$ cat src/rtl/ps2_mouse_packet_decoder_top_assert.svh
// ----------------------------------------------------------------------------
// PS/2 mouse packet decoder assertion macros
// Concurrent assertion helpers clocked on clk_i and disabled during reset.
// ----------------------------------------------------------------------------
`ifndef PS2_MOUSE_PACKET_DECODER_TOP_ASSERT_SVH
`define PS2_MOUSE_PACKET_DECODER_TOP_ASSERT_SVH

`ifndef SYNTHESIS

// Condition holds at every clock edge outside reset.
`define PS2MD_ASSERT(lbl, prop, msg) \
  lbl: assert property (@(posedge clk_i) disable iff (!rst_ni) (prop)) else $error(msg);

// Antecedent at one edge implies the consequent at the next edge.
`define PS2MD_ASSERT_NEXT(lbl, ante, cons, msg) \
  lbl: assert property (@(posedge clk_i) disable iff (!rst_ni) (ante) |=> (cons)) \
    else $error(msg);

`else

`define PS2MD_ASSERT(lbl, prop, msg)
`define PS2MD_ASSERT_NEXT(lbl, ante, cons, msg)

`endif

`endif

$ cat src/rtl/ps2md_pkg.sv
// ----------------------------------------------------------------------------
// PS/2 mouse packet decoder package
// Shared widths, types, register indexes and packet bit positions.
// ----------------------------------------------------------------------------
package ps2md_pkg;

  localparam int unsigned AxisW  = 12;
  localparam int unsigned SizeW  = 13;
  localparam int unsigned ByteW  = 8;
  localparam int unsigned BtnW   = 3;
  localparam int unsigned CfgIdxW = 2;

  typedef logic [AxisW-1:0] axis_t;
  typedef logic [SizeW-1:0] size_t;
  typedef logic [ByteW-1:0] byte_t;
  typedef logic [BtnW-1:0]  btn_t;

  // Largest screen dimension the cursor can address.
  localparam size_t MaxScreen = size_t'(4096);

  // Register indexes of the configuration port.
  typedef enum logic [CfgIdxW-1:0] {
    CFG_WHEEL_MODE    = 2'd0,
    CFG_SCREEN_WIDTH  = 2'd1,
    CFG_SCREEN_HEIGHT = 2'd2
  } cfg_idx_e;

  // Bit positions in the first byte of a packet.
  localparam int unsigned SyncBit = 3;
  localparam int unsigned XOvfBit = 6;
  localparam int unsigned YOvfBit = 7;

  // Reset values.
  localparam size_t ResetWidth  = size_t'(1024);
  localparam size_t ResetHeight = size_t'(768);
  localparam axis_t ResetPosX   = axis_t'(200);
  localparam axis_t ResetPosY   = axis_t'(145);

endpackage

$ cat src/rtl/ps2md_axis.sv
// ----------------------------------------------------------------------------
// PS/2 mouse packet decoder axis update
// Applies a signed byte of motion to one cursor coordinate and clamps it.
// ----------------------------------------------------------------------------
module ps2md_axis import ps2md_pkg::*; (
  input  axis_t pos_i,
  input  byte_t delta_i,
  input  logic  negate_i,
  input  size_t size_i,
  output axis_t pos_o
);

  // Wide enough for 4095 + 128 and for 0 - 128.
  localparam int unsigned SumW = AxisW + 2;

  logic signed [SumW-1:0] pos_ext;
  logic signed [SumW-1:0] delta_ext;
  logic signed [SumW-1:0] sum;
  axis_t                  lim_m1;

  assign pos_ext   = $signed({2'b00, pos_i});
  assign delta_ext = $signed({{(SumW-ByteW){delta_i[ByteW-1]}}, delta_i});
  assign sum       = negate_i ? (pos_ext - delta_ext) : (pos_ext + delta_ext);

  // A zero size acts as one, anything beyond the largest screen as the largest.
  always_comb begin
    if (size_i == '0) begin
      lim_m1 = '0;
    end else if (size_i > MaxScreen) begin
      lim_m1 = axis_t'(MaxScreen - size_t'(1));
    end else begin
      lim_m1 = axis_t'(size_i - size_t'(1));
    end
  end

  always_comb begin
    if (sum[SumW-1]) begin
      pos_o = '0;
    end else if (sum > $signed({2'b00, lim_m1})) begin
      pos_o = lim_m1;
    end else begin
      pos_o = sum[AxisW-1:0];
    end
  end

endmodule

$ cat src/rtl/ps2_mouse_packet_decoder_top.sv
// ----------------------------------------------------------------------------
// PS/2 mouse packet decoder
// Assembles mouse bytes into packets and tracks a clamped cursor position.
// ----------------------------------------------------------------------------
//
//   Channel | Direction | Handshake             | Payload
//   --------+-----------+-----------------------+--------------------------------
//   in      | input     | in_valid_i/in_stall_o | rx_byte_i
//   out     | output    | out_valid_o/out_stall_i | cursor x/y, buttons, presses,
//           |           |                       | scroll up/down
//   cfg     | input     | cfg_valid_i/cfg_ready_o | cfg_index_i, cfg_data_i
//
// One byte is accepted per cycle while the input side is not stalled. A
// byte is held in the input register and the packet step runs between
// that register and the result register, so each result passes through both.
// Reset clears the byte position, the button history and the cursor to its
// home position; the packet store is not reset. A stalled result holds the
// result register, and the input register then holds its byte, stalling the
// input side only once both registers are full.
//
// A byte with the sync bit clear where a packet should start is discarded.
// A complete packet with an overflow flag produces no result and changes
// neither the cursor nor the button history.
module ps2_mouse_packet_decoder_top import ps2md_pkg::*; (
  input  logic   clk_i,
  input  logic   rst_ni,

  input  logic   in_valid_i,
  output logic   in_stall_o,
  input  byte_t  rx_byte_i,

  output logic   out_valid_o,
  input  logic   out_stall_i,
  output axis_t  cursor_x_o,
  output axis_t  cursor_y_o,
  output btn_t   buttons_o,
  output logic   left_press_o,
  output logic   right_press_o,
  output logic   middle_press_o,
  output logic   scroll_up_o,
  output logic   scroll_down_o,

  input  logic               cfg_valid_i,
  output logic               cfg_ready_o,
  input  logic [CfgIdxW-1:0] cfg_index_i,
  input  size_t              cfg_data_i
);

  `include "ps2_mouse_packet_decoder_top_assert.svh"

  // --------------------------------------------------------------------------
  // Configuration registers. Writes are always taken.
  // --------------------------------------------------------------------------
  logic  wheel_mode_q;
  size_t screen_width_q;
  size_t screen_height_q;

  assign cfg_ready_o = 1'b1;

  always_ff @(posedge clk_i or negedge rst_ni) begin
    if (!rst_ni) begin
      wheel_mode_q    <= 1'b0;
      screen_width_q  <= ResetWidth;
      screen_height_q <= ResetHeight;
    end else if (cfg_valid_i) begin
      case (cfg_idx_e'(cfg_index_i))
        CFG_WHEEL_MODE:    wheel_mode_q    <= cfg_data_i[0];
        CFG_SCREEN_WIDTH:  screen_width_q  <= cfg_data_i;
        CFG_SCREEN_HEIGHT: screen_height_q <= cfg_data_i;
        default: ;
      endcase
    end
  end

  // --------------------------------------------------------------------------
  // Input register. The step runs when the result register is free or its
  // item is being taken in this cycle.
  // --------------------------------------------------------------------------
  logic  in_valid_q;
  byte_t in_byte_q;
  logic  advance;
  logic  step;
  logic  in_load;

  assign advance    = !out_valid_o || !out_stall_i;
  assign step       = in_valid_q && advance;
  assign in_stall_o = in_valid_q && !advance;
  assign in_load    = in_valid_i && !in_stall_o;

  always_ff @(posedge clk_i or negedge rst_ni) begin
    if (!rst_ni) begin
      in_valid_q <= 1'b0;
    end else if (in_load) begin
      in_valid_q <= 1'b1;
    end else if (advance) begin
      in_valid_q <= 1'b0;
    end
  end

  always_ff @(posedge clk_i) begin
    if (in_load) begin
      in_byte_q <= rx_byte_i;
    end
  end

  // --------------------------------------------------------------------------
  // Packet framing. Bytes one to three of a packet are stored; the third is
  // also used straight from the input register when it completes a three-byte
  // packet, and the wheel byte is never stored.
  // --------------------------------------------------------------------------
  logic [1:0] byte_pos_q, byte_pos_d;
  byte_t      pkt0_q, pkt1_q, pkt2_q;
  btn_t       last_btn_q;
  axis_t      pos_x_q, pos_y_q;

  logic  sync_lost;
  logic  complete;
  logic  overflow;
  logic  emit;
  byte_t dy_byte;
  axis_t new_x, new_y;
  btn_t  now_btn;
  btn_t  rise_btn;

  assign sync_lost = (byte_pos_q == 2'd0) && !in_byte_q[SyncBit];
  // A packet ends when the next position reaches the packet size. After a
  // drop to three-byte mode at the fourth position, this byte also ends it.
  assign complete  = wheel_mode_q ? (byte_pos_q == 2'd3) : (byte_pos_q >= 2'd2);
  assign overflow  = pkt0_q[XOvfBit] || pkt0_q[YOvfBit];
  assign emit      = step && !sync_lost && complete && !overflow;
  assign dy_byte   = (byte_pos_q == 2'd2) ? in_byte_q : pkt2_q;
  assign now_btn   = pkt0_q[BtnW-1:0];
  assign rise_btn  = now_btn & ~last_btn_q;

  always_comb begin
    byte_pos_d = byte_pos_q;
    if (step && !sync_lost) begin
      byte_pos_d = complete ? 2'd0 : byte_pos_q + 2'd1;
    end
  end

  always_ff @(posedge clk_i) begin
    if (step && !sync_lost) begin
      case (byte_pos_q)
        2'd0:    pkt0_q <= in_byte_q;
        2'd1:    pkt1_q <= in_byte_q;
        2'd2:    pkt2_q <= in_byte_q;
        default: ;
      endcase
    end
  end

  ps2md_axis u_axis_x (
    .pos_i    (pos_x_q),
    .delta_i  (pkt1_q),
    .negate_i (1'b0),
    .size_i   (screen_width_q),
    .pos_o    (new_x)
  );

  // Mouse Y grows upward while the cursor row grows downward.
  ps2md_axis u_axis_y (
    .pos_i    (pos_y_q),
    .delta_i  (dy_byte),
    .negate_i (1'b1),
    .size_i   (screen_height_q),
    .pos_o    (new_y)
  );

  always_ff @(posedge clk_i or negedge rst_ni) begin
    if (!rst_ni) begin
      byte_pos_q <= 2'd0;
      pos_x_q    <= ResetPosX;
      pos_y_q    <= ResetPosY;
      last_btn_q <= '0;
    end else begin
      byte_pos_q <= byte_pos_d;
      if (emit) begin
        pos_x_q    <= new_x;
        pos_y_q    <= new_y;
        last_btn_q <= now_btn;
      end
    end
  end

  // --------------------------------------------------------------------------
  // Result register.
  // --------------------------------------------------------------------------
  logic out_valid_q;

  always_ff @(posedge clk_i or negedge rst_ni) begin
    if (!rst_ni) begin
      out_valid_q <= 1'b0;
    end else if (advance) begin
      out_valid_q <= emit;
    end
  end

  always_ff @(posedge clk_i) begin
    if (emit) begin
      cursor_x_o     <= new_x;
      cursor_y_o     <= new_y;
      buttons_o      <= now_btn;
      left_press_o   <= rise_btn[0];
      right_press_o  <= rise_btn[1];
      middle_press_o <= rise_btn[2];
      // The wheel byte is the one completing a four-byte packet.
      scroll_up_o    <= wheel_mode_q && !in_byte_q[ByteW-1] && (in_byte_q != '0);
      scroll_down_o  <= wheel_mode_q && in_byte_q[ByteW-1];
    end
  end

  assign out_valid_o = out_valid_q;

  // --------------------------------------------------------------------------
  // Assertions.
  // --------------------------------------------------------------------------
  `PS2MD_ASSERT(a_stall_needs_item, !in_stall_o || in_valid_q, "input stalled while empty")
  `PS2MD_ASSERT_NEXT(a_sync_drop, step && sync_lost, !out_valid_o && $stable(byte_pos_q),
                     "discarded byte changed framing or made a result")
  `PS2MD_ASSERT_NEXT(a_emit_frame, emit, out_valid_o && (byte_pos_q == 2'd0),
                     "result without realigned framing")
  `PS2MD_ASSERT(a_scroll_excl, !out_valid_o || !(scroll_up_o && scroll_down_o),
                "scroll up and down together")

endmodule

$ cat config.mk
export PLATFORM = sky130hd
export DESIGN_NAME = ps2_mouse_packet_decoder_top
export DESIGN_NICKNAME = d
export VERILOG_FILES = /design/src/rtl/ps2md_pkg.sv /design/src/rtl/ps2md_axis.sv /design/src/rtl/ps2_mouse_packet_decoder_top.sv
export VERILOG_INCLUDE_DIRS = /design/src /design/src/rtl
export SDC_FILE = /design/constraint.sdc
export NUM_CORES = 1
export LEC_CHECK = 0
export BUFFER_PORTS_ARGS = -buffer_cell sky130_fd_sc_hd__buf_2
export CORE_ASPECT_RATIO = 1.4
export CORE_MARGIN = 5
export CORE_UTILIZATION = 55
export DETAILED_ROUTE_END_ITERATION = 6
export PLACE_DENSITY = 0.83
export SLEW_MARGIN = 0
export SYNTH_ARGS = -nofsm -noshare
export SYNTH_HDL_FRONTEND = slang
export SYNTH_SLANG_ARGS = --single-unit
export TNS_END_PERCENT = 30
$ cat constraint.sdc
create_clock -name clk_i -period 4.7 [get_ports clk_i]
set_input_delay 0.705 -clock clk_i [delete_from_list [all_inputs] [get_ports clk_i]]
set_output_delay 0.705 -clock clk_i [all_outputs]
set_load 0.02 [all_outputs]
Word level (Yosys, flattened, before mapping):

Cells that the tools add are included.
Widths: inputs -> output; s select.

* register bits after elaboration: 122
* input port bits: 28
* output and inout bits: 35

* add/sub/neg operators: 5
* magnitude comparators: 5
* eq/ne operators: 5
* mux-type cells: 13
* bitwise gates (word level): 2
* reductions and logical operators: 31

Operator list (count)
* $mux 12: 8
* $gt 14x13->1: 2
* $gt 13x13->1 const B: 2
* $logic_not 13->1: 2
* $sub 12x1->12 const B: 2
* $add 13x8->14: 1
* $sub 13x8->14: 1
* $logic_and 1x1->1: 10
* $reduce_and 2->1: 5
* $logic_not 1->1: 8
* $mux 8: 1
* $reduce_bool 8->1: 1
* $eq 2x2->1 const B: 3
* $eq 2x1->1 const B: 2
* $logic_not 2->1: 2
* $and 3x3->3: 1
* $mux 1: 3
* $not 3->3: 1
* $add 2x1->2 const B: 1
* $ge 2x2->1 const B: 1
* $logic_or 1x1->1: 2
* $mux 2: 1
* $reduce_bool 2->1: 1

Longest topological paths before layout:

* depth after elaboration: 7
* gate-level depth with buffers: 25
* gate-level depth less buffers: 23

Cells and area by module:

Synthesis repeated with hierarchy kept, for this count alone.

* cell total of the unflattened synthesis: 735
* area, all modules: 8121.5 um^2

Modules (own cells, without submodules)
* ps2_mouse_packet_decoder_top: times used 1, cells each 223, area each 4297.9 um^2, sequential area each 3294.4 um^2
* ps2md_axis: times used 2, cells each 256, area each 1911.8 um^2, sequential area each 0.0 um^2

Least setup slack after synthesis:

No wires, ideal clock.

* path kind: flip-flop to flip-flop
* from: register byte_pos_q[0]
* to: register cursor_y_o[0] (data pin)
* library setup time: 255 ps
* arrival time: 4821 ps
* data required time: 4445 ps
* path slack: -375 ps
* stages on the path, launching flop included: 25
* buffers on the path: 1
* cells stage by stage: dfrtp_1 -> inv_1 -> ha_1 -> buf_6 -> mux2_2 -> ha_1 -> inv_1 -> fa_1 -> or2_1 -> a221oi_2 -> o311ai_2 -> a211oi_1 -> nor2_1 -> mux2i_1 -> xor2_1 -> inv_1 -> ha_1 -> nand4_1 -> nor3_1 -> a21oi_1 -> o21ai_0 -> a21boi_1 -> a2bb2oi_4 -> mux2_1 -> and2_1

* cells in the longest elaborated chain, start to end: 6

RTL lines
* start: declaration: line ps2_mouse_packet_decoder_top.sv:111 `logic [1:0] byte_pos_q, byte_pos_d;`
* start signal: assignment: line ps2_mouse_packet_decoder_top.sv:177 `byte_pos_q <= byte_pos_d;`
* $eq 2x2->1 (*): line ps2_mouse_packet_decoder_top.sv:131 `assign dy_byte = (byte_pos_q == 2'd2) ? in_byte_q : pkt2_q;`
* $mux 8 (*)
* net dy_byte[0]: line ps2_mouse_packet_decoder_top.sv:120 `byte_t dy_byte;`
* $sub 13x8->14 (*): line ps2md_axis.sv:23 `assign sum = negate_i ? (pos_ext - delta_ext) : (pos_ext + delta_ext);`
* $gt 14x13->1: line ps2md_axis.sv:39 `end else if (sum > $signed({2'b00, lim_m1})) begin`
* $mux 12: line ps2md_axis.sv:39
* $mux 12 (*): line ps2md_axis.sv:37 `if (sum[SumW-1]) begin`
* net new_y[0]: line ps2_mouse_packet_decoder_top.sv:121 `axis_t new_x, new_y;`
* end signal: assignment: line ps2_mouse_packet_decoder_top.sv:202 `cursor_y_o <= new_y;`
* end: declaration: line ps2_mouse_packet_decoder_top.sv:35 `output axis_t cursor_y_o,`

The timed path passes the listed nets; every way through them passes the cells marked *.
A chain may end at the register's enable or synchronous reset.

Worst setup path in the final report:

* from: register byte_pos_q[1]
* to: register cursor_y_o[11] (data pin)

Same word-level chain as after synthesis.

==> flow_results.xml <==
<?xml version="1.0" encoding="UTF-8"?>
<metrics>
  <group name="status">
    <metric name="run_status" unit="">complete, but fails checks</metric>
    <metric name="failed_checks" unit="">setup timing</metric>
  </group>
  <group name="routing">
    <metric name="drc" unit="">0</metric>
    <metric name="route.detailed.vias_per_inst" unit="">5.98</metric>
    <metric name="postRouteWirelength" unit="µm">17800</metric>
    <metric name="first_pass_iteration_count_of_the_detailed_router" unit="">7</metric>
    <metric name="route.detailed.wl_per_inst" unit="µm">17.6</metric>
    <metric name="drt_iter0_drc" unit="">278</metric>
    <metric name="detail-route-antenna-nets" unit="">0</metric>
    <metric name="routed-via-count" unit="">6026</metric>
  </group>
  <group name="worst_setup_path">
    <metric name="endpoint_kind" unit="">register</metric>
    <metric name="critical_path.startpoint_type" unit="">register</metric>
    <metric name="timing.setup.critical_path_class" unit="">reg -&gt; reg</metric>
    <metric name="worst-endpoint-arrival" unit="ns">5.04</metric>
    <metric name="crit_fanout" unit="">5</metric>
    <metric name="worstPathRequired" unit="ns">4.87</metric>
  </group>
  <group name="grt">
    <metric name="grt_pass1_vias" unit="">6113</metric>
    <metric name="grt_use_total" unit="">0.232</metric>
    <metric name="antenna_found_initial" unit="">0</metric>
    <metric name="grt_max_degree" unit="">59</metric>
    <metric name="global_route.overflow_total" unit="">0</metric>
    <metric name="grt_pass1_wl" unit="µm">29400</metric>
  </group>
  <group name="finish">
    <metric name="layout.filler_cells" unit="">989</metric>
    <metric name="area_growth_syn_to_layout" unit="%">19.2</metric>
    <metric name="final_util" unit="">0.663</metric>
    <metric name="final_cell_mix" unit="">sky130_fd_sc_hd__nand2_1 (65), sky130_fd_sc_hd__edfxtp_1 (61), sky130_fd_sc_hd__buf_2 (61)</metric>
    <metric name="insertedDiodeCount" unit="">0</metric>
    <metric name="post_route_cells_drive_above_1_share" unit="">0.245</metric>
    <metric name="nets" unit="">892</metric>
    <metric name="final_common_cell" unit="">sky130_fd_sc_hd__nand2_1</metric>
    <metric name="final_area" unit="µm²">8830</metric>
  </group>
  <group name="sta">
    <metric name="post-route-worst-setup-slack" unit="ns">-0.168</metric>
    <metric name="max_slew.worst_pin.slew" unit="ns">1.25</metric>
    <metric name="setup_viol" unit="">21</metric>
    <metric name="achievable-frequency" unit="MHz">205</metric>
    <metric name="worst_slew_margin_rel" unit="">0.167</metric>
    <metric name="finalCriticalPeriod" unit="ns">4.87</metric>
    <metric name="rsz0062_at_grt" unit="">true</metric>
    <metric name="hold_violations" unit="">0</metric>
    <metric name="fin_skew" unit="ns">0.00987</metric>
    <metric name="layout_worst_path_cycle_share" unit="">1.04</metric>
    <metric name="timing_max_transition_violations_final" unit="">0</metric>
  </group>
  <group name="synthesis">
    <metric name="synthesis.nets" unit="">801</metric>
    <metric name="synth.yosys.seq_area_share" unit="">0.445</metric>
    <metric name="syn-cell-area" unit="µm²">7410</metric>
    <metric name="ys_warn_count" unit="">0</metric>
    <metric name="syn_avg_cell_area" unit="µm²">10.3</metric>
    <metric name="number_of_flops_mapped_to_enable_cells_by_yosys" unit="">61</metric>
    <metric name="synth_top_flop_cell" unit="">sky130_fd_sc_hd__edfxtp_1</metric>
    <metric name="synthesis.instances" unit="">722</metric>
    <metric name="synth_cell_types" unit="">73</metric>
    <metric name="ys_ff_latch" unit="">119</metric>
    <metric name="synth_async_sr_flop_share" unit="">0.487</metric>
  </group>
  <group name="pwr">
    <metric name="intPower" unit="mW">4.02</metric>
    <metric name="swShare" unit="">0.415</metric>
    <metric name="leakage" unit="nW">3.76</metric>
    <metric name="switching_power" unit="mW">2.85</metric>
    <metric name="power.share.combinational" unit="">0.557</metric>
    <metric name="vdd.ir_drop.worst" unit="mV">0.618</metric>
    <metric name="sequentialPowerShare" unit="">0.249</metric>
    <metric name="power_density" unit="nW/µm²">778</metric>
    <metric name="share_clk_of_total_power" unit="">0.194</metric>
  </group>
  <group name="die">
    <metric name="pin_count" unit="">63</metric>
    <metric name="die_h" unit="µm">147</metric>
    <metric name="num_rows" unit="">50</metric>
    <metric name="core-area" unit="µm²">13300</metric>
    <metric name="initial_utilization" unit="">0.556</metric>
    <metric name="floorplan.die_area" unit="µm²">15900</metric>
    <metric name="die_span_in_x" unit="µm">108</metric>
  </group>
  <group name="clock_network">
    <metric name="clk_transition_reported_paths" unit="ns">0.06</metric>
    <metric name="cts-buffers-inserted" unit="">17</metric>
    <metric name="cts_tree" unit="">done</metric>
    <metric name="cts-root-to-sink-buffers" unit="">2</metric>
    <metric name="cts_sinks" unit="">119</metric>
    <metric name="worst_skew_pair.late_latency" unit="ns">0.42</metric>
    <metric name="ctsRootBufferMaster" unit="">sky130_fd_sc_hd__clkbuf_16</metric>
    <metric name="htree_levels" unit="">4</metric>
  </group>
  <group name="job">
    <metric name="max_capacitance_violation_count" unit="">0</metric>
  </group>
  <group name="placement">
    <metric name="dp.final_hpwl" unit="µm">12700</metric>
    <metric name="io_buffers" unit="">61</metric>
    <metric name="place.gp.congestion" unit="">0.929</metric>
    <metric name="dpl_cell_area" unit="µm²">8110</metric>
  </group>
  <group name="worst_hold_path">
    <metric name="worst_hold_check_path_type" unit="">in -&gt; async</metric>
  </group>
</metrics>
==> final timing paths <==
check	cells after the start	to	from	slack [ns]
hold reg to reg	2	last_btn_q[2]	last_btn_q[2]	0.48
setup / recovery	24	cursor_y_o[11]	byte_pos_q[1]	-0.17
min in group clk_i	1	in_byte_q[4]	rx_byte_i[4]	0.46
max in group asynchronous	2	pos_x_q[11]	rst_ni	3.72
hold / removal	2	last_btn_q[1]	rst_ni	0.44
setup reg to reg	24	cursor_y_o[11]	byte_pos_q[1]	-0.17
==> power groups by stage <==
stage | combinational (mW) | sequential (mW) | clock [mW]
after global routing | 4.24 | 1.75 | 1.39
after global placement | 3.36 | 1.71 | 0
after CTS | 3.54 | 1.71 | 1.34
final | 3.82 | 1.71 | 1.33
after floorplan | 2.64 | 1.63 | 0
after detailed placement | 3.44 | 1.72 | 0
==> metal layers <==
| metal | vias to the layer above | wire length, µm | GRT usage |
|---|---|---|---|
| met5 | - | 0 | 0 |
| met4 | 0 | 781 | 0.107 |
| met3 | 63 | 768 | 0.0523 |
| met2 | 187 | 9360 | 0.411 |
| met1 | 2929 | 6860 | 0.263 |
| li1 | 2847 | - | - |
==> registers in the layout, summed over array words and instances (netlist names), 3 cells and up <==
signal           flops
screen_height_q     13
screen_width_q      13
cursor_x_o          12
cursor_y_o          12
pos_x_q             12
pos_y_q             12
in_byte_q            8
pkt1_q               8
pkt2_q               8
pkt0_q               5
buttons_o            3
last_btn_q           3
==> critical path, stage by stage (launching register included) <==
cell,delay (ns)
sky130_fd_sc_hd__dfrtp_1,0.41
sky130_fd_sc_hd__ha_4,0.19
sky130_fd_sc_hd__mux2_4,0.22
sky130_fd_sc_hd__ha_4,0.13
sky130_fd_sc_hd__inv_2,0.04
sky130_fd_sc_hd__fa_2,0.40
sky130_fd_sc_hd__or2_1,0.27
sky130_fd_sc_hd__a221oi_2,0.30
sky130_fd_sc_hd__o311ai_2,0.14
sky130_fd_sc_hd__a211oi_2,0.21
sky130_fd_sc_hd__nor2_1,0.09
sky130_fd_sc_hd__mux2i_1,0.18
sky130_fd_sc_hd__xor2_1,0.21
sky130_fd_sc_hd__inv_1,0.09
sky130_fd_sc_hd__ha_4,0.27
sky130_fd_sc_hd__nand4_1,0.12
sky130_fd_sc_hd__nor3_1,0.20
sky130_fd_sc_hd__a21oi_1,0.07
sky130_fd_sc_hd__o21ai_1,0.12
sky130_fd_sc_hd__a21boi_4,0.24
sky130_fd_sc_hd__a2bb2oi_4,0.22
sky130_fd_sc_hd__buf_6,0.15
sky130_fd_sc_hd__buf_6,0.11
sky130_fd_sc_hd__nor2_1,0.03
sky130_fd_sc_hd__a31o_1,0.19
==> kinds of logic after synthesis <==
kind of cell               count (synthesis)  share of synthesized area
xor gates and xnor gates                  41                     0.0485
AOI/OAI and AO/OA                        172                      0.158
DFF                                      119                      0.445
and+or+nand+nor                          224                      0.150
adders and majority gates                 52                     0.0895
buffers and inverters                     71                     0.0390
other                                      1                   0.000506
muxes                                     42                     0.0691
==> through the flow <==
stage	setup slack, ns	power [mW]	TNS (ns)	instances	hold WS (ns)
after floorplan	-0.0218	4.26	-0.0375	722	0.409
after global placement	0.0408	5.08	0	971	0.454
after detailed placement	-0.105	5.16	-0.401	971	0.458
after CTS	-0.0264	6.59	-0.0694	1006	0.455
after global routing	-0.479	7.38	-9.27	1008	0.449
final	-0.168	6.87	-1.86	1008	0.444
==> what timing repair did <==
action,in CTS,in global routing
setup endpoints to repair,15,24
resized for setup,1,15
pin swaps,1,5
endpoints found under the hold margin,0,0
hold buffers,0,0
buffers inserted,3,2
==> synth_stat cells, types with 6 or more instances <==
library cell	n	area [µm²]
sky130_fd_sc_hd__a21o_1	9	67.6
sky130_fd_sc_hd__dfrtp_1	49	1230
sky130_fd_sc_hd__ha_1	49	613
sky130_fd_sc_hd__o31ai_1	18	135
sky130_fd_sc_hd__xor2_1	16	140
sky130_fd_sc_hd__edfxtp_1	61	1830
sky130_fd_sc_hd__nand2_1	65	244
sky130_fd_sc_hd__nor3_1	28	140
sky130_fd_sc_hd__o21ai_0	30	150
sky130_fd_sc_hd__nor2_1	43	161
sky130_fd_sc_hd__clkbuf_1	18	67.6
sky130_fd_sc_hd__and3_1	12	75.1
sky130_fd_sc_hd__dfstp_2	9	236
sky130_fd_sc_hd__mux2_2	28	315
sky130_fd_sc_hd__mux2i_1	7	70.1
sky130_fd_sc_hd__o21a_1	9	67.6
sky130_fd_sc_hd__nor4_1	6	37.5
sky130_fd_sc_hd__and2_1	8	50.1
sky130_fd_sc_hd__inv_1	41	154
sky130_fd_sc_hd__nand2b_1	6	37.5
sky130_fd_sc_hd__xnor2_1	25	219
sky130_fd_sc_hd__a21oi_1	42	210
sky130_fd_sc_hd__o21ai_1	7	35.0
sky130_fd_sc_hd__a211oi_1	8	60.1
sky130_fd_sc_hd__nand3_1	13	65.1
sky130_fd_sc_hd__nor2b_1	9	56.3
sky130_fd_sc_hd__nand4_1	6	37.5
==> cell type report <==
type / count / area, µm² / share of cell area
timing repair buffer: 100 / 609 / 0.0690
multi-input combinational: 532 / 3930 / 0.446
tap: 182 / 228 / 0.0258
clock buffer: 18 / 429 / 0.0486
sequential: 119 / 3290 / 0.373
clock inverter: 14 / 174 / 0.0197
inverter: 43 / 161 / 0.0183
No activity file was read; power rests on OpenSTA's default activity.
